`src/hdl/ezr_delay.sv`:
```
// Plain shift line with a shared advance enable, used to keep operands
// aligned with the pipeline. No dependencies.
module ezr_delay #(
  parameter int W     = 16,
  parameter int DEPTH = 3
) (
  input  logic         clk_i,
  input  logic         en_i,
  input  logic [W-1:0] d_i,
  output logic [W-1:0] q_o
);

  logic [W-1:0] sr_q [DEPTH];

  always_ff @(posedge clk_i) begin
    if (en_i) begin
      sr_q[0] <= d_i;
      for (int k = 1; k < DEPTH; k++) begin
        sr_q[k] <= sr_q[k-1];
      end
    end
  end

  assign q_o = sr_q[DEPTH-1];

endmodule

```
`config.mk`:
```
export PLATFORM = sky130hd
export DESIGN_NAME = ezr_delay
export DESIGN_NICKNAME = d
export VERILOG_FILES = /design/src/hdl/ezr_delay.sv
export SDC_FILE = /design/constraint.sdc
export NUM_CORES = 1
export LEC_CHECK = 0
export ABC_AREA = 1
export BUFFER_PORTS_ARGS = -buffer_cell sky130_fd_sc_hd__buf_4
export CORE_MARGIN = 3
export CORE_UTILIZATION = 45
export DETAILED_ROUTE_END_ITERATION = 10
export PLACE_DENSITY_LB_ADDON = 0.12
export SLEW_MARGIN = 20
export SYNTH_ARGS = -nofsm -noshare
export SYNTH_HDL_FRONTEND = slang
export SYNTH_SLANG_ARGS = --single-unit
export TNS_END_PERCENT = 20
```
`constraint.sdc`:
```
create_clock -name clk_i -period 0.8 [get_ports clk_i]
set_clock_uncertainty 0.15 [all_clocks]
set_input_delay 0.12 -clock clk_i [delete_from_list [all_inputs] [get_ports clk_i]]
set_output_delay 0.12 -clock clk_i [all_outputs]
set_load 0.01 [all_outputs]
```
; ---- Word level (Yosys, flattened, before mapping)
; Memories as Yosys holds them, arrays and structs flattened.
; Cells that the tools add are included.
[word_totals]
regBits = 0
ram_bits = 48
input_bits = 18
out_inout_bits = 16
elab_cells = 3
memories = 1
[op_classes]
mux = 2
[memory_table]
columns = memory, depth, width, rd, rd_clocked_by_memory_dff, wr, line_no
row1 = sr_q, 3, 16, 3, 0, 3, 13  ; logic [W-1:0] sr_q [DEPTH];
[op_table]
columns = operator, n
row1 = $mux 1, 2

; ---- Logic depth before layout (Yosys ltp)
[depth]
ltp_word = 2
depth_mapped = 1
mapped_depth_nobuf = 0

; ---- Worst setup path after synthesis
; OpenSTA, ideal clock, no wires.
[synth_path]
kind = reg2out
start = memory sr_q[2][0], in the netlist sr_q[0][32]
end = output port q_o[0]
t_arrival_ns = 0.476
required_time_ns = 0.530
slack_ns = 0.054
stages_incl_launch_ff = 2
path_buffers = 1
cell_sequence = edfxtp_1 -> buf_4
[synth_lines]
columns = element, line_no
row1 = from (decl), 13
row2 = to (decl), 10  ; output logic [W-1:0] q_o

==> flow_summary.yaml <==
finish:
  stdcell_count: 149
  areaGrowthSynthToFinish_pct: 29.7
  top_register: "sr_q"
  reg_top3: "sr_q x48"
  largest_register_ffs: 48
  multi_input_area_um2: 0
  final_nets: 125
  drive_gt1_frac: 0.390
  multi_input_cells: 0
  n_antenna_cell: 0
sta:
  slew_headroom: 0.906
  setup_slack_ps: -361
  drv_slew: 0
  hold_ws_ps: -132
  min_period_ps: 1160
  finalHoldViolCount: 1
  tightest_slew_ps: 141
  rsz0062_at_grt: "yes"
  setup_viol_count_final: 32
  period_share: 1.45
  tns_ps: -5810
  clock.fmax_mhz: 861
critical_path:
  crit_arrival_ps: 890
  critPathMaxFanout: 1
  worstRegToRegCells: 0
  path_class: "reg2out"
  worstReg2RegEnd: "sr_q[0][32]"
  critPathBufInv: 1
  crit_chain: "buf_6"
  cp_slowest_cell: "edfxtp_1"
  r2r_start: "sr_q[0][16]"
  crit_path_end_kind: "output port"
  max_stage_delay_ps: 420
  critPathRequiredTime_ps: 530
  cp_top_family: "flip-flops"
  reg2reg_slack_ps: 20
  start_kind: "flip-flop"
yosys:
  syn_inst: 64
  yosysTopAreaCellShare: 0.923
  ys_seq_area_frac: 0.923
  ys_top_cells_by_area: "edfxtp_1, buf_4"
  ys_ff_latch: 48
  synth_fp_nets: 82
  synth_warnings: 0
  synth_area_mm2: 0.00156
  syn_area_per_cell_um2: 24.4
  synth.distinct_cells: 2
  synth.largest_area_cell: "edfxtp_1"
placement:
  numPortBuffers: 33
  hpwl_um: 1060
  dp.cells: 128
  gp_congestion: 0.672
grt:
  track_usage: 0.0938
  gr-total-overflow: 0
  antenna_found_initial: 0
  grt_pass1_vias: 596
  grt_pass1_wl_um: 2700
  grt_max_degree: 27
drt:
  via_per_inst: 4.36
  dr.pass1.iters: 4
  vias: 650
  drc_errors: 0
  antenna_left: 0
  wire_per_inst_um: 12.0
  wirelength_um: 1800
  drt-initial-drc-count: 15
clocking:
  worstSkewPairLatency_ps: 330
  clk_pin_slew_ps: 110
  cts_root_buffer: "clkbuf_4"
  cts.htree.levels: 2
  cts_buffers: 5
  post_cts_buffers: 0
  cts_buffer_depth: 2
  cts_tree: "yes"
  clock_sinks: 48
pwr:
  p_sw_uw: 767
  p_comb_frac: 0.073
  pwr-share-clk: 0.214
  seq_power_share: 0.713
  power_leakage_uw: 0.000753
  p_int_uw: 3460
  power_density_mw_per_mm2: 2090
  p_sw_frac: 0.182
  ir_worst_vdd_v: 0.00121
min_path:
  hold_path_class: "in2reg"
  min_from: "en_i"
  hold_depth: 1
  whs_endpoint: "sr_q[0][9]"
floorplanning:
  start_util: 0.491
  io_pins: 34
  dieWidth_um: 64.9
  fp.coreArea_mm2: 0.00318
  row_count: 20
  die_area_mm2: 0.00421
  die_y_um: 64.9
job:
  max-cap-violations: 0
outcome:
  failed_checks: "hold timing, setup timing"
  status: "finished, violations left"
==> stage by stage <==
stage          utilization  total power [uW]  instance area (um^2)  setup slack [ps]
2_1_floorplan            -              3140                  1560              54.4
3_3_place_gp         0.560              3280                  1780             -78.5
3_5_place_dp         0.560              3290                  1780             -90.7
4_1_cts              0.579              4200                  1840              -383
5_1_grt              0.637              4450                  2030              -421
6_report             0.637              4230                  2030              -361
==> synth_stat cells <==
library cell and count:
edfxtp_1 48, buf_4 16
==> power by group through the flow <==
| stage | Sequential (uW) | Combinational, uW | Clock, uW |
|---|---|---|---|
| floorplan | 3050 | 91.4 | 0 |
| global placement | 3060 | 219 | 0 |
| detailed placement | 3070 | 225 | 0 |
| CTS | 3010 | 236 | 950 |
| global route | 3030 | 331 | 1080 |
| finish | 3010 | 307 | 906 |
==> area by class of cell <==
cell class              count  area [um^2]
well taps                  44         55.1
flip-flops and latches     48         1440
fillers                   229         1150
repair buffers             52          492
clock buffers               5         37.5
==> logic make-up after synthesis <==
logic type | count (synthesis) | share of synthesized area
flip-flops | 48 | 0.923
buffers and inverters | 16 | 0.0769
==> metal layers <==
layer,up-vias,global-route usage,routed length (um)
met5,-,0,0
met4,0,0.0475,38
met3,5,0.0572,133
met2,27,0.147,977
met1,309,0.0983,645
li1,309,-,-
==> repair_timing <==
item | in CTS | in global routing
endpoints found under the setup margin | 16 | 20
hold endpoints to repair | 17 | 17
resized for setup | 6 | 7
==> how the worst max path moves through the flow <==
stage / from / end / depth (start not counted) / slack (ps)
after global placement: en_i / sr_q[0][40] / 2 / -80
after floorplan: sr_q[0][32] / q_o[0] / 1 / 50
final: sr_q[0][44] / q_o[12] / 1 / -360
after detailed placement: en_i / sr_q[0][16] / 2 / -90
after CTS: sr_q[0][46] / q_o[14] / 1 / -380
after global routing: sr_q[0][34] / q_o[2] / 1 / -420
==> placed cells by master (no fill, tap or decap) <==
cell,instances
edfxtp_1,48
buf_4,22
dlygate4sd3_1,16
buf_6,13
clkbuf_4,5
buf_12,1
No activity file was read; power rests on OpenSTA's default activity.
