[config.mk]
export PLATFORM = sky130hd
export DESIGN_NAME = ezr_cordic_cell
export DESIGN_NICKNAME = d
export VERILOG_FILES = /design/src/hdl/ezr_pkg.sv /design/src/hdl/ezr_cordic_cell.sv
export SDC_FILE = /design/constraint.sdc
export NUM_CORES = 1
export LEC_CHECK = 0
export ABC_AREA = 1
export BUFFER_PORTS_ARGS = -buffer_cell sky130_fd_sc_hd__buf_2
export CORE_MARGIN = 5
export CORE_UTILIZATION = 58
export CTS_CLUSTER_DIAMETER = 200
export DETAILED_ROUTE_END_ITERATION = 6
export GPL_TIMING_DRIVEN = 0
export PLACE_DENSITY = 0.87
export SLEW_MARGIN = 20
export SYNTH_ARGS = -nofsm -noshare
export SYNTH_HDL_FRONTEND = slang
export SYNTH_SLANG_ARGS = --single-unit
export TNS_END_PERCENT = 100
[constraint.sdc]
create_clock -name clk_i -period 6 [get_ports clk_i]
set_clock_uncertainty 0.1 [all_clocks]
set_input_delay 1.8 -clock clk_i [delete_from_list [all_inputs] [get_ports clk_i]]
set_output_delay 1.8 -clock clk_i [all_outputs]
set_load 0.01 [all_outputs]
[src/hdl/ezr_pkg.sv]
// Package for the Euler XYZ vector rotator: widths, defaults and constant
// functions (arctangent table, CORDIC gain root). No dependencies.
package ezr_pkg;

  localparam int CORDIC_STAGES_DEF = 16;
  localparam int FRAC_BITS_DEF     = 16;
  localparam int ATAN_LEN          = 24;

  // Field widths of a transaction.
  localparam int IN_W      = 16;
  localparam int OUT_W     = 18;
  // Integer bits of a vector component between the axis rotations.
  localparam int VEC_INT_W = 18;
  // Angle accumulator: signed, pi = 2^31.
  localparam int ANG_W     = 32;

  // atan(2^-i) with pi = 2^31, rounded.
  function automatic logic [ANG_W-1:0] atan_entry(input int idx);
    logic [ANG_W-1:0] val;
    begin
      case (idx)
        0:       val = 32'd536870912;
        1:       val = 32'd316933406;
        2:       val = 32'd167458907;
        3:       val = 32'd85004756;
        4:       val = 32'd42667331;
        5:       val = 32'd21354465;
        6:       val = 32'd10679838;
        7:       val = 32'd5340245;
        8:       val = 32'd2670163;
        9:       val = 32'd1335087;
        10:      val = 32'd667544;
        11:      val = 32'd333772;
        12:      val = 32'd166886;
        13:      val = 32'd83443;
        14:      val = 32'd41722;
        15:      val = 32'd20861;
        16:      val = 32'd10430;
        17:      val = 32'd5215;
        18:      val = 32'd2608;
        19:      val = 32'd1304;
        20:      val = 32'd652;
        21:      val = 32'd326;
        22:      val = 32'd163;
        23:      val = 32'd81;
        default: val = '0;
      endcase
      return val;
    end
  endfunction

  // floor(sqrt(P * 2^30)), P = product of (1 + 4^-i) in Q30 over n stages.
  function automatic longint unsigned gain_root(input int n);
    longint unsigned p;
    longint unsigned v;
    longint unsigned res;
    longint unsigned bt;
    begin
      p = 64'd1 << 30;
      for (int i = 0; i < ATAN_LEN; i++) begin
        if (i < n) begin
          p = p + (p >> (2 * i));
        end
      end
      v   = p << 30;
      res = '0;
      bt  = 64'd1 << 62;
      for (int k = 0; k < 32; k++) begin
        if (v >= res + bt) begin
          v   = v - (res + bt);
          res = (res >> 1) + bt;
        end else begin
          res = res >> 1;
        end
        bt = bt >> 2;
      end
      return res;
    end
  endfunction

endpackage

[src/hdl/ezr_cordic_cell.sv]
// One rotation-mode CORDIC micro-rotation with its output register.
// Depends on ezr_pkg (arctangent table, angle width).
module ezr_cordic_cell #(
  parameter int STAGE = 0,
  parameter int CW    = 18
) (
  input  logic                           clk_i,
  input  logic                           en_i,
  input  logic signed [CW-1:0]           x_i,
  input  logic signed [CW-1:0]           y_i,
  input  logic signed [ezr_pkg::ANG_W-1:0] z_i,
  input  logic                           neg_i,
  output logic signed [CW-1:0]           x_o,
  output logic signed [CW-1:0]           y_o,
  output logic signed [ezr_pkg::ANG_W-1:0] z_o,
  output logic                           neg_o
);

  import ezr_pkg::*;

  localparam logic signed [ANG_W-1:0] ATAN = atan_entry(STAGE);

  logic signed [CW-1:0]    x_q, y_q, x_d, y_d;
  logic signed [ANG_W-1:0] z_q, z_d;
  logic                    neg_q;

  always_comb begin
    if (!z_i[ANG_W-1]) begin
      x_d = x_i - (y_i >>> STAGE);
      y_d = y_i + (x_i >>> STAGE);
      z_d = z_i - ATAN;
    end else begin
      x_d = x_i + (y_i >>> STAGE);
      y_d = y_i - (x_i >>> STAGE);
      z_d = z_i + ATAN;
    end
  end

  always_ff @(posedge clk_i) begin
    if (en_i) begin
      x_q   <= x_d;
      y_q   <= y_d;
      z_q   <= z_d;
      neg_q <= neg_i;
    end
  end

  assign x_o   = x_q;
  assign y_o   = y_q;
  assign z_o   = z_q;
  assign neg_o = neg_q;

endmodule

### After elaboration in Yosys (flattened, before gate mapping)

Cells that the tools add are included.

* input bits: 71
* word-level logic and storage cells: 12
* register bits after elaboration: 69
* output and inout port bits: 69

* add/sub/neg operators: 5
* muxes and demuxes: 3

Operator list (number)
* 2-to-1 mux 18 bit: 2
* subtractor 18 bit: 2
* adder 32 x 31 -> 32 bit (second input constant): 1
* 2-to-1 mux 32 bit: 1
* subtractor 32 x 31 -> 32 bit (second input constant): 1
* adder 18 bit: 1

### Longest topological paths before layout

Gate-level depths: netlist of run 1.

* word-level depth: 2
* mapped depth: 14

### Worst setup path before layout of run 1

Ideal clock, no wire load.

* path kind: input to register
* start point: input port x_i[0]
* end point: register x_q[16] (netlist: x_o[16]), data pin
* arrival time: 3.129 ns
* path buffers: 0
* library setup time: 0.253 ns
* stages on the path: 11
* setup slack: 2.518 ns
* cells stage by stage: inv_1 ha_1 fa_1 o21ai_0 nand2_1 nand2_1 nand2_1 nand2_1 nand2_1 nand3_1 nand2_1

* cells in the longest elaborated chain, start to end: 2
* elaborated cells on any way between the ends: 3

Ends and longest elaborated chain
* start, declared: RTL line ezr_cordic_cell.sv:9 `input logic signed [CW-1:0] x_i,`
* subtractor 18 bit or adder 18 bit (tied branches): RTL line ezr_cordic_cell.sv:29, ezr_cordic_cell.sv:33
* 2-to-1 mux 18 bit (*): RTL line ezr_cordic_cell.sv:28 `if (!z_i[ANG_W-1]) begin`
* via x_d[16]: RTL line ezr_cordic_cell.sv:23 `logic signed [CW-1:0] x_q, y_q, x_d, y_d;`
* end signal, assigned: RTL line ezr_cordic_cell.sv:41 `x_q <= x_d;`
* end, declared: RTL line ezr_cordic_cell.sv:23

The timed path passes the listed nets; every way through them passes the cells marked *.
A chain may end at the register's enable or synchronous reset.

### Worst setup path after layout of run 1

* start point: input port y_i[0]
* end point: register y_q[8] (netlist: y_o[8]), data pin

* cells in the longest elaborated chain, start to end: 2
* elaborated cells on any way between the ends: 3

Ends and longest elaborated chain
* start, declared: RTL line ezr_cordic_cell.sv:10 `input logic signed [CW-1:0] y_i,`
* adder 18 bit or subtractor 18 bit (tied branches): RTL line ezr_cordic_cell.sv:30, ezr_cordic_cell.sv:34
* 2-to-1 mux 18 bit (*): RTL line ezr_cordic_cell.sv:28
* via y_d[8]: RTL line ezr_cordic_cell.sv:23
* end signal, assigned: RTL line ezr_cordic_cell.sv:42 `y_q <= y_d;`
* end, declared: RTL line ezr_cordic_cell.sv:23

Marked as above.

==> run_results.csv, run 1 <==
group,metric,value,unit
outcome,run_status,"completed",
detailed_routing,wl,16200,um
min_path,worst_hold_path_type,"in -> reg",
synthesis,post_synth_xor_area_fraction,0.0164,
global_routing,grt_remaining_overflow,0,
cts,root_buffer,"clkbuf_8",
cells_and_area,final_layout_size_suffix_gt1_frac,0.213,
cts,cts.repair.resized,0,
cts,cts_made_buffers,9,
floorplanning,dieArea,0.0112,mm^2
detailed_routing,antenna_violating_nets_post_route,0,
setup_path,worst_path_largest_cell_delay,0.45,ns
synthesis,cells_after_synth,697,
sta,setup-violations-final,0,
sta,maxClockFrequency,268,MHz
synthesis,synth_sequential_area_ratio,0.383,
setup_path,worstPathRequired,5.92,ns
floorplanning,fp-row-count,35,
cts,cts.htree.levels,3,
global_routing,globalRouteTotalUtil,0.282,
placement,placedCellCount,946,
sta,max-slew-margin-rel,0.445,
cells_and_area,antenna_cells,0,
power,totalPowerFinal,1.53,mW
synthesis,post_synth_and_or_nand_nor_area_fraction,0.276,
synthesis,synth_top_cells_by_area,"edfxtp_1 38%, nand2_1 14%, ha_1 12%, nand3_1 7.7%, inv_1 7.2%",
power,ir_drop,0.133,mV
cells_and_area,final_cell_mix,"199 x nand2_1, 152 x buf_2, 102 x inv_1",
cells_and_area,final_util,0.703,
global_routing,via_count_of_the_first_global_routing_pass,5136,
global_routing,grt_first_pass_wirelength,25200,um
cells_and_area,final_area,0.00640,mm^2
setup_path,setup.worst_path.start_class,"primary input",
setup_path,worst_setup_ep,"y_o[8]$_DFFE_PP_",
setup_path,setup.worst_path.end_class,"flip-flop",
sta,grt_setup_unrepaired,"no",
synthesis,synth_cell_types,28,
synthesis,syn_area_per_cell,7.64,um^2
placement,postPlaceCellArea,0.00616,mm^2
detailed_routing,firstDrtPassIters,5,
setup_path,worstSetupPathType,"in -> reg",
cells_and_area,leading_cell_type_in_the_layout_fill_and_taps_excluded,"nand2_1",
sta,hold_ws,1.53,ns
placement,routabilityCongestion,0.959,
placement,post-place-ws,1.98,ns
setup_path,cp_num_cells,9,
power,leakagePower,3.37,nW
synthesis,synth-warning-count,0,
cts,worst_setup_hold_path_clk_slew,0.08,ns
synthesis,synth_compound_gate_area_share,0.0897,
synthesis,synthAdderAreaFrac,0.140,
floorplanning,floorplan.initialDensity,0.585,
synthesis,syn_nets,825,
sta,worst_slew_pin_slew,0.832,ns
cts,cts-root-to-sink-buffers,2,
sta,final_critical_path_setup_slack,2.27,ns
cts,tritoncts_clock_tree,"built",
detailed_routing,avgRoutedWirePerCell,16.8,um
synthesis,syn_area,0.00533,mm^2
job,cap_violations,0,
cells_and_area,fin_cells,962,
power,cellPowerDensity,239,mW/mm^2
setup_path,worstPathBufferInverterCount,2,
cts,postCtsSetupBuffers,0,
setup_path,crit_path_max_fanout,3,
sta,post-route-period-util,0.622,
setup_path,critical_path_arrival,3.65,ns
detailed_routing,vias,5318,
setup_path,critical_path.top_delay_family,"adder cells",
synthesis,combinational_family_with_the_most_area_after_synthesis,"simple AND/OR/NAND/NOR gates",
synthesis,synth.ff_latch_count,68,
detailed_routing,detail_route.vias_per_cell,5.53,
placement,portBuffers,138,
cts,clock_sink_count,68,
detailed_routing,detail_route.iter0.violations,401,
synthesis,synth_top_area_share,0.383,
detailed_routing,post_detailed_route_drc_marker_count,0,
floorplanning,fp.coreArea,0.00911,mm^2
setup_path,critical_path.slowest_cell,"o21ai_0",
sta,timing_hold_violations_final,0,
cells_and_area,areaGrowthSynthToFinish,20.1,%
global_routing,antenna_found_initial,0,
global_routing,maximum_number_of_pins_on_one_net_before_global_route_repair,69,
synthesis,synth_largest_area_cell,"edfxtp_1",
cells_and_area,n_fill_cell,742,
setup_path,critical_path.startpoint,"y_i[0]",
floorplanning,die-height,106,um
cts,cts_hold_buffers,0,
cells_and_area,nNetsFinal,974,
sta,setup-tns-final,0,ns
floorplanning,ioPinCount,140,
synthesis,synthMuxAreaShare,0,
setup_path,crit_chain,"buf_2, inv_1, ha_1, fa_1, o21ai_0, nand2_1, nand2_1, xor2_1, o21ai_0",
placement,dp_hpwl,12700,um
sta,finalCriticalPeriod,3.73,ns
sta,timing.final.max_slew_violations,0,
floorplanning,die_width,106,um
-- Yosys cell counts, drive strengths merged --
library cell	number
nand3	83
o22ai	5
fa	4
a21o	3
nand4	6
o21bai	10
buf	19
ha	53
and2	3
nor3	5
clkbuf	3
inv	104
edfxtp	68
o21ai	26
or2	2
nand2	199
nor4	3
xor2	10
a21oi	43
nor2	48
-- routing by layer --
metal | global-route usage | up-vias | share of wire
li1 | - | 2573 | -
met5 | 0 | - | 0
met4 | 0.0601 | 0 | 0.012
met2 | 0.487 | 297 | 0.48
met3 | 0.0514 | 21 | 0.094
met1 | 0.369 | 2427 | 0.41
-- final cells by class --
type	instances	area, um^2	share of cell area
timing repair buffer	138	693	0.108
clock buffer	10	128	0.0199
inverter	104	390	0.0610
multi-input combinational	503	2780	0.435
clock inverter	6	113	0.0176
sequential	68	2040	0.319
tap	111	139	0.0217
buffer	22	114	0.0178
-- kinds of logic after synthesis --
kind of cell	Yosys count
adder cells (fa/ha/maj)	57
XOR/XNOR	10
AND/OR/NAND/NOR	349
flip-flops	68
AO/OA/AOI/OAI	87
buffers and inverters	126
-- power by group --
part           switching [mW]  internal [mW]
Sequential             0.0154          0.589
Clock                   0.177          0.277
Combinational           0.310          0.160
Total                   0.502           1.03
-- sequential cells by signal, indices dropped and copies added, names as in the netlist --
register  cells
x_o          17
y_o          18
neg_o         1
z_o          32
-- worst min-delay path by stage --
| stage | from | end | slack, ns | cells past startpoint |
|---|---|---|---|---|
| floorplan | neg_i | neg_o$_DFFE_PP_ | 1.80 | 0 |
| global placement | z_i[25] | z_o[25]$_DFFE_PP_ | 1.88 | 1 |
| detailed placement | z_i[6] | z_o[6]$_DFFE_PP_ | 1.88 | 1 |
| CTS | z_i[11] | z_o[11]$_DFFE_PP_ | 1.53 | 1 |
| global route | z_i[11] | z_o[11]$_DFFE_PP_ | 1.51 | 1 |
| finish | z_i[11] | z_o[11]$_DFFE_PP_ | 1.53 | 1 |
Note: power is estimated with default switching activity, not from simulation.
==> run 2: changes to the inputs <==
- ABC_AREA: 1 -> 0
- CORE_UTILIZATION: 58 -> 53
- PLACE_DENSITY: 0.87 -> 0.81
- clock period: 6 -> 3.8 ns (I/O delays scaled with it)
==> run 2 against run 1 <==
Net effect:
- power increased by 55%
- area after synthesis decreased by 6.3%
- cell count decreased by 22%
- non-clock buffer count is the same
- via count down 19%
- design area down 5.2%
==> run_results.csv, run 2 <==
group,metric,value,unit
setup_path,worstPathBufferInverterCount,2,
placement,portBuffers,139,
sta,timing.final.max_slew_violations,0,
placement,routabilityCongestion,0.934,
outcome,run_status,"completed",
floorplanning,ioPinCount,140,
synthesis,synth_top_area_share,0.409,
setup_path,critical_path_arrival,3.36,ns
synthesis,synth-warning-count,0,
synthesis,synth_cell_types,65,
sta,worst_slew_pin_slew,0.798,ns
cts,root_buffer,"clkbuf_8",
setup_path,setup.worst_path.end_class,"flip-flop",
cts,cts.repair.resized,0,
synthesis,cells_after_synth,489,
global_routing,grt_remaining_overflow,0,
setup_path,setup.worst_path.start_class,"primary input",
setup_path,critical_path.slowest_cell,"a2111oi_0",
detailed_routing,wl,13300,um
detailed_routing,detail_route.iter0.violations,316,
synthesis,async_reset_ff_frac,0,
cts,tritoncts_clock_tree,"built",
setup_path,critical_path.top_delay_family,"compound AO/OA/AOI/OAI gates",
job,cap_violations,0,
sta,hold_ws,0.884,ns
sta,post-route-period-util,0.896,
detailed_routing,post_detailed_route_drc_marker_count,0,
detailed_routing,vias,4309,
synthesis,dominant_cell_by_count_in_the_synthesized_netlist,"edfxtp_1",
global_routing,maximum_number_of_pins_on_one_net_before_global_route_repair,69,
cells_and_area,largest_register_ff_count,32,
synthesis,synth_largest_area_cell,"edfxtp_1",
min_path,worst_hold_path.num_cells,1,
sta,setup-violations-final,0,
cts,worst_setup_hold_path_clk_slew,0.07,ns
synthesis,synth-edff-count,68,
floorplanning,fp-row-count,35,
cells_and_area,nNetsFinal,767,
min_path,holdPathEnd,"z_o[5]$_DFFE_PP_",
cells_and_area,antenna_cells,0,
floorplanning,die_width,107,um
cts,cts-root-to-sink-buffers,2,
global_routing,antenna_found_initial,0,
global_routing,globalRouteTotalUtil,0.230,
cts,cts_made_buffers,9,
cells_and_area,final_layout_size_suffix_gt1_frac,0.283,
power,leakagePower,2.72,nW
floorplanning,floorplan.initialDensity,0.543,
global_routing,grt_first_pass_wirelength,21000,um
setup_path,worstPathRequired,3.75,ns
synthesis,syn_area_per_cell,10.2,um^2
floorplanning,fp.coreArea,0.00920,mm^2
sta,max-slew-margin-rel,0.468,
detailed_routing,firstDrtPassIters,5,
cells_and_area,final_cell_mix,"146 x buf_2, 68 x edfxtp_1, 53 x ha_1",
synthesis,synth.ff_latch_count,68,
sta,maxClockFrequency,294,MHz
global_routing,via_count_of_the_first_global_routing_pass,4213,
cts,postCtsSetupBuffers,0,
power,cellPowerDensity,389,mW/mm^2
cells_and_area,areaGrowthSynthToFinish,21.6,%
synthesis,postSynth.topFlopCell,"edfxtp_1",
synthesis,syn_area,0.00499,mm^2
synthesis,syn_nets,617,
floorplanning,die-height,107,um
setup_path,worst_path_largest_cell_delay,0.69,ns
cts,cts.htree.levels,3,
detailed_routing,antenna_violating_nets_post_route,0,
sta,finalCriticalPeriod,3.41,ns
cts,clock_sink_count,68,
sta,setup-tns-final,0,ns
synthesis,synth_top_cells_by_area,"edfxtp_1 41%, ha_1 13%, xnor2_1 4.4%, a21oi_1 3.9%, inv_1 3.8%",
sta,grt_setup_unrepaired,"no",
setup_path,worstSetupPathType,"in -> reg",
placement,dp_hpwl,10900,um
setup_path,crit_path_max_fanout,4,
synthesis,synth_sequential_area_ratio,0.409,
detailed_routing,avgRoutedWirePerCell,17.6,um
detailed_routing,detail_route.vias_per_cell,5.71,
power,ir_drop,0.234,mV
cts,cts_hold_buffers,0,
sta,timing_hold_violations_final,0,
cells_and_area,leading_cell_type_in_the_layout_fill_and_taps_excluded,"buf_2",
floorplanning,dieArea,0.0115,mm^2
min_path,min_from,"z_i[5]",
setup_path,crit_chain,"buf_2, inv_1, ha_1, fa_1, nor2b_1, o31ai_1, a2111oi_0, nand2b_1, o311a_1, xnor2_1",
min_path,worst_hold_path_type,"in -> reg",
synthesis,yosys-top-cells-count,"68 x edfxtp_1, 53 x ha_1, 50 x inv_1, 39 x a21oi_1, 32 x nand2_1",
## run 2: cells by family after synthesis
group | after synthesis | synth area share
AOI/OAI and AO/OA | 143 | 0.197
and+or+nand+nor | 107 | 0.108
buffers and inverters | 72 | 0.0614
DFF | 68 | 0.409
adders and majority gates | 57 | 0.149
xor gates and xnor gates | 33 | 0.0579
muxes | 9 | 0.0181
## run 2: power breakdown
group | total (mW) | switching [mW] | leakage, nW | internal (mW)
registers | 0.970 | 0.0216 | 0.665 | 0.948
clock network | 0.690 | 0.253 | 0.120 | 0.437
logic | 0.703 | 0.425 | 1.94 | 0.278
total | 2.36 | 0.699 | 2.72 | 1.66
## run 2: per-stage QoR
stage | total power [mW] | cell area, um^2 | std cells | utilization | worst slack (ns)
finish | 2.36 | 6070 | 755 | 0.660 | 0.394
global route | 2.50 | 6070 | 755 | 0.660 | 0.441
CTS | 2.38 | 6070 | 755 | 0.660 | 0.547
detailed placement | 1.68 | 5830 | 739 | 0.634 | 0.199
global placement | 1.66 | 5830 | 739 | 0.633 | 0.260
floorplan | 1.41 | 4990 | 489 | - | 0.643
## run 2: layout make-up
cell class                      count  area (um^2)
Timing Repair Buffer              139          698
Clock buffer                       10          128
Buffer                             21          115
Clock inverter                      6          113
Inverter                           51          191
Multi-Input combinational cell    349         2640
Fill cell                         736         3130
Tap cell                          111          139
Sequential cell                    68         2040
## run 2: worst max-delay path by stage
| stage | start | to | slack [ns] | cells after the start |
|---|---|---|---|---|
| detailed placement | x_i[0] | y_o[16]$_DFFE_PP_ | 0.20 | 9 |
| global route | x_i[0] | y_o[16]$_DFFE_PP_ | 0.44 | 9 |
| CTS | x_i[0] | y_o[16]$_DFFE_PP_ | 0.55 | 9 |
| global placement | x_i[0] | y_o[16]$_DFFE_PP_ | 0.26 | 9 |
| finish | x_i[0] | x_o[14]$_DFFE_PP_ | 0.39 | 10 |
| floorplan | x_i[2] | x_o[16]$_DFFE_PP_ | 0.64 | 8 |
## run 2: layer usage
layer / global-route usage / share of wire / vias to the layer above
met5: 0 / 0 / -
met4: 0.0712 / 0.021 / 0
met3: 0.0482 / 0.086 / 25
met2: 0.381 / 0.46 / 223
met1: 0.301 / 0.43 / 1990
li1: - / - / 2071
==> run 3: changes to the inputs <==
==> constraint.sdc (replaced) <==
create_clock -name clk_i -period 3.8 [get_ports clk_i]
set_clock_uncertainty 0.1 [all_clocks]
set_input_delay 0 -clock clk_i [delete_from_list [all_inputs] [get_ports clk_i]]
set_output_delay 0 -clock clk_i [all_outputs]
set_load 0.01 [all_outputs]
==> run 3 against run 2 <==
Net effect:
- critical path type unchanged
- design area rose by 5.6%
- highest routed layer unchanged
- cell count rose by 4.5%
- non-clock buffer count grew 34
- die area did not move
- first-iteration DRC count increased by 29%
==> run_results.csv, run 3 (synthesis gave the netlist of run 2 again) <==
group,metric,value,unit
setup_path,crit_chain,"dlygate4sd3_1, buf_2, ha_1, fa_1, nor2b_1, o31ai_1, a2111oi_0, nand2b_1, o311a_1, xnor2_1",
global_routing,via_count_of_the_first_global_routing_pass,4459,
placement,routabilityCongestion,0.934,
cells_and_area,leading_cell_type_in_the_layout_fill_and_taps_excluded,"buf_2",
cells_and_area,final_cell_mix,"146 x buf_2, 68 x edfxtp_1, 53 x ha_1",
sta,max-slew-margin-rel,0.459,
power,switchingPower,0.732,mW
sta,setup-tns-final,0,ns
cells_and_area,final_util,0.697,
cts,cts_made_buffers,9,
power,power.combinational.fraction,0.306,
detailed_routing,vias,4494,
floorplanning,die-height,107,um
sta,grt_setup_unrepaired,"no",
job,cap_violations,0,
cts,clock_sink_count,68,
power,cellPowerDensity,377,mW/mm^2
cts,cts-root-to-sink-buffers,2,
global_routing,globalRouteTotalUtil,0.252,
floorplanning,fp.coreArea,0.00920,mm^2
detailed_routing,detail_route.iter0.violations,407,
detailed_routing,wl,14500,um
setup_path,worstPathBufferInverterCount,2,
power,pwr-share-seq,0.403,
setup_path,critical_path.top_delay_family,"compound AO/OA/AOI/OAI gates",
cts,cts.repair.resized,0,
sta,maxClockFrequency,364,MHz
placement,dp_hpwl,10900,um
sta,finalCriticalPeriod,2.75,ns
sta,worst_slew_pin_slew,0.812,ns
power,leakagePower,2.87,nW
setup_path,setup.worst_path.end_class,"flip-flop",
floorplanning,ioPinCount,140,
power,p_int,1.69,mW
cts,worst_setup_hold_path_clk_slew,0.07,ns
sta,timing.final.max_slew_violations,0,
power,clock_power_share,0.291,
sta,timing_hold_violations_final,0,
global_routing,maximum_number_of_pins_on_one_net_before_global_route_repair,69,
cells_and_area,areaGrowthSynthToFinish,28.4,%
setup_path,worst_path_largest_cell_delay,0.67,ns
outcome,run_status,"completed",
placement,portBuffers,139,
detailed_routing,avgRoutedWirePerCell,18.4,um
sta,post-route-period-util,0.723,
detailed_routing,antenna_violating_nets_post_route,0,
floorplanning,dieArea,0.0115,mm^2
sta,setup-violations-final,0,
floorplanning,die_width,107,um
setup_path,worstPathRequired,3.76,ns
detailed_routing,firstDrtPassIters,5,
power,totalPowerFinal,2.42,mW
detailed_routing,detail_route.vias_per_cell,5.70,
detailed_routing,post_detailed_route_drc_marker_count,0,
power,ir_drop,0.225,mV
setup_path,setup.worst_path.start_class,"primary input",
cells_and_area,n_fill_cell,689,
global_routing,antenna_found_initial,0,
setup_path,crit_path_max_fanout,4,
cts,root_buffer,"clkbuf_8",
setup_path,worstSetupPathType,"in -> reg",
cells_and_area,final_layout_size_suffix_gt1_frac,0.268,
setup_path,critical_path.slowest_cell,"a2111oi_0",
global_routing,grt_first_pass_wirelength,22800,um
cells_and_area,nNetsFinal,801,
min_path,worst_hold_path.num_cells,3,
floorplanning,floorplan.initialDensity,0.543,
setup_path,critical_path_arrival,2.70,ns
power,power.share.switching,0.303,
cts,tritoncts_clock_tree,"built",
floorplanning,fp-row-count,35,
setup_path,cp_num_cells,10,
global_routing,grt_remaining_overflow,0,
min_path,worst_hold_path_type,"in -> reg",
cells_and_area,largest_register_ff_count,32,
cts,cts.htree.levels,3,
cells_and_area,antenna_cells,0,
[run 3: path summary, 6_finish.rpt]
kind                    start                end  slack (ns)
worst max-delay path   y_i[0]  x_o[14]$_DFFE_PP_        1.05
worst min-delay path  x_i[17]  x_o[17]$_DFFE_PP_        0.02
[run 3: per-stage QoR]
step / std cells / hold WS, ns / area, um^2 / setup WS (ns)
6_report: 789 / 0.0191 / 6410 / 1.05
4_1_cts: 789 / 0.00800 / 6410 / 1.14
3_3_place_gp: 739 / 0.0771 / 5830 / 1.40
2_1_floorplan: 489 / -0.00113 / 4990 / 1.78
3_5_place_dp: 739 / 0.0784 / 5830 / 1.34
5_1_grt: 789 / 0.0276 / 6410 / 1.03
[run 3: power groups by stage]
stage	logic [mW]	registers (mW)	clock network, mW
3_5_place_dp	0.693	0.988	0
4_1_cts	0.724	0.972	0.709
6_report	0.741	0.974	0.704
3_3_place_gp	0.676	0.985	0
2_1_floorplan	0.370	1.04	0
5_1_grt	0.803	0.983	0.759
[run 3: cell type report]
cell class | count | area [um^2] | area share
buffer | 21 | 115 | 0.0180
clock buffer | 10 | 128 | 0.0199
clock inverter | 6 | 113 | 0.0176
inverter | 51 | 191 | 0.0299
multi-input combinational | 349 | 2640 | 0.412
sequential | 68 | 2040 | 0.319
tap | 111 | 139 | 0.0217
timing repair buffer | 173 | 1040 | 0.162
[run 3: metal layers]
metal | routed length [um] | GRT usage | vias to the layer above
met5 | 0 | 0 | -
met4 | 318 | 0.0749 | 0
met3 | 1110 | 0.0421 | 33
met2 | 6910 | 0.433 | 242
met1 | 6190 | 0.326 | 2079
li1 | - | - | 2140
[run 3: worst min-delay path, delay by kind of cell]
kind | cells | cell delay [ns]
XOR/XNOR | 2 | 0.25
buffers and inverters | 1 | 0.08
[run 3: what timing repair did]
action                                  CTS  global route
hold buffers                             34             0
endpoints found under the setup margin    0             0
buffers inserted                          0             0
endpoints found under the hold margin    34             0
